File: src/rtl/core/bpc_pkg.sv
// package for the boolean parenthesization counter
// types, constants and command struct shared by all rtl/core files except bpc_ram
package bpc_pkg;

  localparam int MAX_LEN = 63;
  localparam int IDX_W = $clog2(MAX_LEN);
  localparam int LEN_W = $clog2(MAX_LEN + 1);
  localparam int WAYS_W = 54;
  localparam int HALF_W = WAYS_W / 2;
  localparam int TAB_DEPTH = 1 << (2 * IDX_W);
  localparam int TAB_AW = 2 * IDX_W;
  localparam int TAB_W = 2 * WAYS_W;

  localparam logic [7:0] SYM_T = 8'h54;
  localparam logic [7:0] SYM_F = 8'h46;
  localparam logic [7:0] SYM_AND = 8'h26;
  localparam logic [7:0] SYM_OR = 8'h7c;

  localparam logic [1:0] PROD_P = 2'd0;
  localparam logic [1:0] PROD_Q = 2'd1;
  localparam logic [1:0] PROD_S = 2'd2;

  localparam logic [1:0] PART_LL = 2'd0;
  localparam logic [1:0] PART_HL = 2'd1;
  localparam logic [1:0] PART_LH = 2'd2;

  typedef struct packed {
    logic [7:0] symbol;
    logic       last_symbol;
  } in_t;

  typedef struct packed {
    logic [WAYS_W-1:0] true_ways;
    logic [WAYS_W-1:0] false_ways;
    logic              too_long;
  } res_t;

  typedef struct packed {
    logic [WAYS_W-1:0] tw;
    logic [WAYS_W-1:0] fw;
  } tab_t;

  typedef struct packed {
    logic              sym_we;
    logic [IDX_W-1:0]  sym_addr;
    logic [TAB_AW-1:0] tab_raddr;
    logic              tab_we;
    logic [TAB_AW-1:0] tab_waddr;
    logic              leaf_load;
    logic              cap_left;
    logic              cap_right;
    logic              acc_clear;
    logic              mul_go;
    logic [1:0]        mul_prod;
    logic [1:0]        mul_part;
    logic              sum_go;
    logic              res_go;
    logic              res_ovf;
  } cmd_t;

endpackage

File: src/rtl/core/bpc_ctrl.sv
// controller: load counter, interval and split sequencer
// depends on bpc_pkg
module bpc_ctrl
  import bpc_pkg::*;
(
  input  logic clk_i,
  input  logic rst_ni,
  input  logic start,
  input  logic last_i,
  output logic busy,
  output cmd_t cmd_o
);

  typedef enum logic [3:0] {
    ST_IDLE, ST_NEXT, ST_LEAF_RD, ST_LEAF_LD, ST_RD_L, ST_RD_R, ST_CAP,
    ST_MUL, ST_DRAIN, ST_SUM, ST_WR, ST_DONE
  } state_e;

  state_e           state_q;
  logic [LEN_W-1:0] cnt_q, len_q;
  logic             ovf_q;
  logic [IDX_W-1:0] i_q, k_q, j_w, km1_w, kp1_w;
  logic [1:0]       mprod_q, mpart_q;
  logic             accept;
  logic             full;

  assign accept = start && (state_q == ST_IDLE);
  assign full   = (cnt_q == LEN_W'(MAX_LEN));
  assign j_w    = IDX_W'({1'b0, i_q} + len_q - LEN_W'(1));
  assign km1_w  = k_q - IDX_W'(1);
  assign kp1_w  = k_q + IDX_W'(1);
  assign busy   = (state_q != ST_IDLE);

  always_comb begin
    cmd_o          = '0;
    cmd_o.mul_prod = mprod_q;
    cmd_o.mul_part = mpart_q;
    cmd_o.tab_waddr = {i_q, j_w};
    case (state_q)
      ST_IDLE: begin
        cmd_o.sym_addr = cnt_q[IDX_W-1:0];
        cmd_o.sym_we   = accept && !full;
        cmd_o.res_go   = accept && last_i && (ovf_q || full);
        cmd_o.res_ovf  = 1'b1;
      end
      ST_NEXT:    cmd_o.acc_clear = 1'b1;
      ST_LEAF_RD: cmd_o.sym_addr = i_q;
      ST_LEAF_LD: cmd_o.leaf_load = 1'b1;
      ST_RD_L: begin
        cmd_o.sym_addr  = k_q;
        cmd_o.tab_raddr = {i_q, km1_w};
      end
      ST_RD_R: begin
        cmd_o.cap_left  = 1'b1;
        cmd_o.tab_raddr = {kp1_w, j_w};
      end
      ST_CAP:  cmd_o.cap_right = 1'b1;
      ST_MUL:  cmd_o.mul_go = 1'b1;
      ST_SUM:  cmd_o.sum_go = 1'b1;
      ST_WR:   cmd_o.tab_we = 1'b1;
      ST_DONE: cmd_o.res_go = 1'b1;
      default: cmd_o.acc_clear = 1'b0;
    endcase
  end

  always_ff @(posedge clk_i or negedge rst_ni) begin
    if (!rst_ni) begin
      state_q <= ST_IDLE;
      cnt_q   <= '0;
      len_q   <= '0;
      ovf_q   <= 1'b0;
      i_q     <= '0;
      k_q     <= '0;
      mprod_q <= PROD_P;
      mpart_q <= PART_LL;
    end else begin
      case (state_q)
        ST_IDLE: begin
          if (accept) begin
            if (last_i) begin
              if (ovf_q || full) begin
                cnt_q <= '0;
                ovf_q <= 1'b0;
              end else begin
                cnt_q   <= cnt_q + LEN_W'(1);
                len_q   <= LEN_W'(1);
                i_q     <= '0;
                state_q <= ST_NEXT;
              end
            end else if (full) begin
              ovf_q <= 1'b1;
            end else begin
              cnt_q <= cnt_q + LEN_W'(1);
            end
          end
        end
        ST_NEXT: begin
          k_q <= i_q + IDX_W'(1);
          if (len_q == LEN_W'(1)) begin
            state_q <= ST_LEAF_RD;
          end else if ({1'b0, i_q} + LEN_W'(2) <= {1'b0, j_w}) begin
            state_q <= ST_RD_L;
          end else begin
            state_q <= ST_WR;
          end
        end
        ST_LEAF_RD: state_q <= ST_LEAF_LD;
        ST_LEAF_LD: state_q <= ST_WR;
        ST_RD_L:    state_q <= ST_RD_R;
        ST_RD_R:    state_q <= ST_CAP;
        ST_CAP: begin
          mprod_q <= PROD_P;
          mpart_q <= PART_LL;
          state_q <= ST_MUL;
        end
        ST_MUL: begin
          if (mpart_q == PART_LH) begin
            mpart_q <= PART_LL;
            if (mprod_q == PROD_S) begin
              state_q <= ST_DRAIN;
            end else begin
              mprod_q <= mprod_q + 2'd1;
            end
          end else begin
            mpart_q <= mpart_q + 2'd1;
          end
        end
        ST_DRAIN: state_q <= ST_SUM;
        ST_SUM: begin
          k_q <= k_q + IDX_W'(2);
          if ({1'b0, k_q} + LEN_W'(3) <= {1'b0, j_w}) begin
            state_q <= ST_RD_L;
          end else begin
            state_q <= ST_WR;
          end
        end
        ST_WR: begin
          if ({1'b0, i_q} + len_q < cnt_q) begin
            i_q     <= i_q + IDX_W'(1);
            state_q <= ST_NEXT;
          end else if (len_q < cnt_q) begin
            len_q   <= len_q + LEN_W'(1);
            i_q     <= '0;
            state_q <= ST_NEXT;
          end else begin
            state_q <= ST_DONE;
          end
        end
        ST_DONE: begin
          cnt_q   <= '0;
          ovf_q   <= 1'b0;
          state_q <= ST_IDLE;
        end
        default: state_q <= ST_IDLE;
      endcase
    end
  end

endmodule

File: config.mk
export PLATFORM = sky130hd
export DESIGN_NAME = bpc_ctrl
export DESIGN_NICKNAME = d
export VERILOG_FILES = /design/src/rtl/core/bpc_pkg.sv /design/src/rtl/core/bpc_ctrl.sv
export SDC_FILE = /design/constraint.sdc
export NUM_CORES = 1
export LEC_CHECK = 0
export ABC_AREA = 1
export BUFFER_PORTS_ARGS = -buffer_cell sky130_fd_sc_hd__buf_4
export CAP_MARGIN = 40
export CORE_UTILIZATION = 50
export CTS_BUF_LIST = sky130_fd_sc_hd__clkbuf_4
export DETAILED_ROUTE_END_ITERATION = 10
export PLACE_DENSITY = 0.74
export SETUP_SLACK_MARGIN = 0.2
export SYNTH_ARGS = -nofsm -noshare
export SYNTH_HDL_FRONTEND = slang
export SYNTH_SLANG_ARGS = --single-unit
File: constraint.sdc
create_clock -name clk_i -period 2.88 [get_ports clk_i]
set_clock_uncertainty 0.15 [all_clocks]
set_input_delay 0.144 -clock clk_i [delete_from_list [all_inputs] [get_ports clk_i]]
set_output_delay 0.144 -clock clk_i [all_outputs]
set_load 0.005 [all_outputs]
==> results of run 1 <==
-- final timing paths --
path / from / to / slack (ps) / cells past startpoint
setup / recovery: i_q[0] / state_q[3] / -230 / 19
hold / removal: last_i / cnt_q[1] / 5 / 4
setup reg to reg: i_q[0] / state_q[3] / -230 / 19
hold reg to reg: mpart_q[0] / mpart_q[0] / 390 / 1
max in group asynchronous: rst_ni / i_q[2] / 2130 / 2
min in group asynchronous: rst_ni / len_q[3] / 120 / 2
-- power breakdown --
part	leakage (nW)	switching (mW)	internal [mW]	total, mW
Sequential	0.397	0	0.463	0.463
Clock	0.0310	0.191	0.0922	0.284
Combinational	1.88	0.0132	0.00433	0.0175
-- cells in the mapped netlist (all sizes together) --
cell type / count / share of area
a31oi: 2 / 0.0037
ha: 39 / 0.14
a32o: 1 / 0.0030
fa: 1 / 0.0059
inv: 77 / 0.086
nor3b: 2 / 0.0044
nand2: 114 / 0.14
nor3: 8 / 0.015
a21boi: 1 / 0.0022
mux2: 1 / 0.0033
nand4: 7 / 0.013
o31ai: 1 / 0.0022
or2: 5 / 0.0092
nor2: 45 / 0.060
a21oi: 26 / 0.047
clkbuf: 3 / 0.0037
xnor2: 3 / 0.0078
o211ai: 1 / 0.0022
o21ai: 38 / 0.063
dfrtp: 33 / 0.24
buf: 3 / 0.0063
o22ai: 10 / 0.020
nand3: 28 / 0.043
o221ai: 11 / 0.028
o2111ai: 1 / 0.0026
nand3b: 1 / 0.0022
a21o: 1 / 0.0022
o21bai: 1 / 0.0022
xor2: 13 / 0.034
-- per-stage QoR --
step / utilization / hold WS [ps] / power (mW)
after floorplan: - / -302 / 0.475
after global placement: 0.631 / -18.7 / 0.489
after detailed placement: 0.631 / -16.0 / 0.489
after CTS: 0.690 / 5.04 / 0.764
after global routing: 0.719 / 13.0 / 0.782
final: 0.719 / 5.02 / 0.764
-- critical path, stage by stage, from the launching register on --
cell and delay [ps]:
dfrtp_1 380, ha_2 190, inv_2 40, fa_2 590, ha_4 180, xor2_1 160
buf_4 180, ha_4 210, a21oi_1 170, o21ai_1 100, nand2_1 80, nand2_1 60
nand2_2 90, nand2_2 60, nand3_2 70, nand2_1 50, nand2_1 60, nand2_1 50
nor2_1 100, nor2_1 50
-- flip-flops by register name (all words and copies together), names as in the netlist --
name,flops
state_q,4
cnt_q,6
i_q,6
k_q,6
ovf_q,1
len_q,6
mprod_q,2
mpart_q,2
-- final cells by class --
type	instances	area (um^2)
clock buffers	5	37.5
flip-flops and latches	33	826
inverters	77	294
multi-input cells	361	2590
fillers	497	1820
clock inverters	3	17.5
repair buffers	97	785
well taps	77	96.3
-- repair_timing --
action | CTS | global route
hold buffers | 1 | 0
setup buffers | 7 | 9
resized for setup | 56 | 32
endpoints found under the hold margin | 33 | 0
pin swaps | 29 | 22
setup endpoints to repair | 19 | 23
cloned | 0 | 0
-- cell families (layout without fill, tap and decap cells) --
kind of cell / Yosys count / in the layout / share of synthesized area
xor gates and xnor gates: 16 / 16 / 0.0414
and+or+nand+nor: 210 / 210 / 0.286
AOI/OAI and AO/OA: 94 / 94 / 0.179
DFF: 33 / 33 / 0.244
adders and majority gates: 40 / 40 / 0.150
muxes: 1 / 1 / 0.00333
buffers and inverters: 83 / 182 / 0.0961
-- per-layer routing --
| metal | wire length, um | up-vias |
|---|---|---|
| met2 | 5320 | 231 |
| li1 | - | 1777 |
| met3 | 820 | 42 |
| met4 | 448 | 0 |
| met1 | 4490 | 1745 |
| met5 | 0 | - |
==> results.md, run 1 <==
* Startpoint types: flop
* Inst Count DP at between 600 and 700
* Sequential fraction of the synthesis area at 0.244
* WL/cell at about 17 um
* Share of cells above drive strength 1 at 0.368
* CTS tree: yes
* Vias in the first global route at 3621
* Post-Syn Area at 3380 um^2
* Setup CP Type: reg2reg
* Die area at 7100 um^2
* Num rows at 29
* Clock transition at path regs at 120 ps
* Critical path data required time at 2980 ps
* LEAKAGE at ~2.3 nW
* Initial core utilization at 0.524
* Global route overflow at 0
* PD cells at between 150 and 200 nW/um^2
* HP Class: in2reg
* Final Cell Area at 4640 um^2
* Syn-to-layout area delta at 37.2%
* Pre-antenna DRT Iters at 8
* Final wirelength at 11100 um
* HPWL after DPL at 7590 um
* Largest net degree at the start of global routing at 34
* Die span in x at 84.3 um
* Average cell area after synthesis at 7.10 um^2
* Worst-path fanout max at 4
* Met3 GRT Util at 0.0383
* Netlist cell types at between 40 and 50
* CTS Sinks at 33
* Initial antenna violation count at 0
* TritonCTS buffer count at 5
* DRT iter0 DRCs at 297
* CP Data Arrival Time at 3210 ps
* Port buffer count at 48
* Met2 Track Usage GR at 0.528
* Yosys warns at 0
* Post-Syn Nets at 521
* Via count at approximately 3800
* Slew Limit Fails at 0
* Final period utilization at 1.08
* Gr usage total at 0.308
* Crit. End Element: flop
* Max-cap viol count at 0
* Fmax at 322 MHz
* Clk root buf: clkbuf_4
* Status: complete, but fails checks
* Fin Setup TNS at -1100 ps
* Final antenna-violating net count at 0
* CTS H-Tree Depth at 2
* Worst slew margin at 0.572
* Chip height at ~84 um
* Failing checks: design-rule violations, negative setup slack
* I/O pin cnt at 49
* GP Congestion at 0.933
* Peak supply drop at 0.132 mV
* Gr busiest metal: met2
* Worst slew pin tran at 639 ps
* Commonest non-fill, non-tap cell in the layout: buf_4
* Commonest cells after routing, fill and taps aside: buf_4, nand2_1, inv_1
* GR Util met1 at 0.396
* Cell Area, Placed at 4080 um^2
* Post-route DRC at 4
* Minimum clock period at 3110 ps
* Core area at 6460 um^2
* RSZ-0062 raised after global routing: true
* Global-route wire length before repair at 17300 um
* Final hold vios at 0
* Final cell count without fillers at 653
* DR vias/cell at 5.81
* Cells after Synth at 477
* Synthesized flop and latch total at 33
* Final WS setup at -226 ps
* Final setup viols at 13
* Worst skew pair latency at between 300 and 400 ps
* Clock Tree Buf Depth at 2
* Pre-CTS setup slack at -206 ps
* Final nets at 619
* Antenna diode count at 0
(Power assumes the default switching activity.)
==> inputs of run 2 (changes only) <==
Settings changed: CORE_MARGIN from default to 4.
==> run 2 against run 1 <==
- the run ends with negative setup slack left
- sequential share of layout area grew 0.20 points
- cell area shrank 1.1%
- clock-buffer cell count grew 1
==> results.md, run 2 (same netlist as run 1, synthesis figures left out) <==
* Minimum clock period at 3050 ps
* Startpoint types: flop
* Final period utilization at 1.06
* RSZ-0062 raised after global routing: true
* Port buffer count at 48
* Initial antenna violation count at 0
* Clock transition at path regs at 120 ps
* Peak supply drop at 0.130 mV
* Post-route DRC at 0
* CTS Sinks at 33
* PD cells at 166 nW/um^2
* Num rows at 29
* CP peak stage delay at 570 ps
* Cell Area, Placed at approximately 4100 um^2
* DR vias/cell at 5.69
* CTS tree: yes
* Global route overflow at 0
* Status: complete, but fails checks
* Antenna diode count at 0
* Critical path data required time at 2950 ps
* Via count at 3716
* Setup CP Type: reg2reg
* Syn-to-layout area delta at 35.6%
* Final setup viols at 16
* HP Class: in2reg
* Final nets at 619
* HPWL after DPL at 7800 um
* CTS H-Tree Depth at 2
* Chip height at between 90 and 100 um
* Pre-CTS setup slack at -187 ps
* Global-route wire length before repair at about 17000 um
* CP delay by family, top: adder cells
* Final antenna-violating net count at 0
* Clk root buf: clkbuf_4
* Buffers & Inverters on Critical Path at 3
* Critical-path top delay cell: fa_2
* Worst slew margin at 0.564
* Fin Hold WS at 33.1 ps
* Worst slew pin tran at 651 ps
* DRT iter0 DRCs at 174
* WL/cell at 16.3 um
* TritonCTS buffer count at 5
* Core area at 6460 um^2
* Die span in x at 90.3 um
* CP Data Arrival Time at 3110 ps
* Worst skew pair latency at between 300 and 400 ps
* Worst-path fanout max at 3
* LEAKAGE at 2.33 nW
* I/O pin cnt at 49
* Pre-antenna DRT Iters at 7
* Final hold vios at 0
* Slew Limit Fails at 0
* Final WS setup at -166 ps
* Commonest cells after routing, fill and taps aside: buf_4, nand2_1, inv_1
* Largest net degree at the start of global routing at 34
* Final Cell Area at 4590 um^2
* Fmax at 328 MHz
* Commonest non-fill, non-tap cell in the layout: buf_4
* Max-cap viol count at 0
* Vias in the first global route at 3473
* Clock Tree Buf Depth at 2
* Share of cells above drive strength 1 at 0.378
* Failing checks: negative setup slack
* Fin Setup TNS at -855 ps
* Final cell count without fillers at 653
* CP Cell Sequence: ha_2 -> inv_2 -> fa_2 -> ha_4 -> nand3_4 -> xor2_2 -> inv_2 -> ha_4 -> nand2_2 -> inv_2 -> nand4_1 -> nand2_2 -> nand2_2 -> nand3_2 -> nand2_2 -> a21oi_2 -> nand4_1
* Gr usage total at 0.253
* Number of fill cells at 525
* Critical path's most frequent cell: nand2_2
* Initial core utilization at 0.524
* Crit. End Element: flop
* Final wirelength at 10600 um
* GP Congestion at 0.909
* Inst Count DP at 629
* Die area at slightly above 8000 um^2
[run 2: tightest hold or removal path, stage by stage]
cell and delay, ps:
buf_4 100, a21oi_2 90, nand3_1 80, o21ai_0 80
[run 2: area by class of cell]
type,instances,area [um^2],share of cell area
Clock inverter,2,10.0,0.00218
Clock buffer,6,45.0,0.00981
Timing Repair Buffer,97,791,0.172
Tap cell,77,96.3,0.0210
Inverter,77,292,0.0635
Multi-Input combinational cell,361,2530,0.551
Sequential cell,33,826,0.180
[run 2: metal layers]
metal  vias to the layer above  track usage  part of all wire
met5                         -            0                 0
met2                       159        0.411              0.47
met4                         0        0.105             0.032
met3                        26       0.0325             0.069
met1                      1742        0.339              0.42
li1                       1789            -                 -
[run 2: stage by stage]
stage,total power [mW],util
2_1_floorplan,0.475,-
3_3_place_gp,0.489,0.633
3_5_place_dp,0.489,0.633
4_1_cts,0.765,0.685
5_1_grt,0.785,0.711
6_report,0.763,0.711
[run 2: worst paths after layout]
kind	startpoint	to	slack [ps]	depth (start not counted)
max reg2reg	len_q[0]	state_q[1]	-170	17
min	last_i	cnt_q[1]	30	4
max	len_q[0]	state_q[1]	-170	17
max in group asynchronous	rst_ni	mprod_q[1]	2130	2
min reg2reg	mpart_q[0]	mpart_q[0]	390	1
min in group asynchronous	rst_ni	i_q[4]	120	2
[run 2: what timing repair did]
action | in CTS | in global routing
buffers inserted | 4 | 10
setup endpoints to repair | 19 | 21
pin swaps | 28 | 25
gates cloned | 1 | 0
resized for setup | 50 | 33
hold endpoints to repair | 33 | 0
hold buffers | 1 | 0
[run 2: report_power, final]
part           total [mW]  leakage [nW]  internal [mW]  switching (mW)
registers           0.463         0.397          0.463               0
clock network       0.282        0.0354          0.102           0.180
logic              0.0175          1.90        0.00433          0.0131
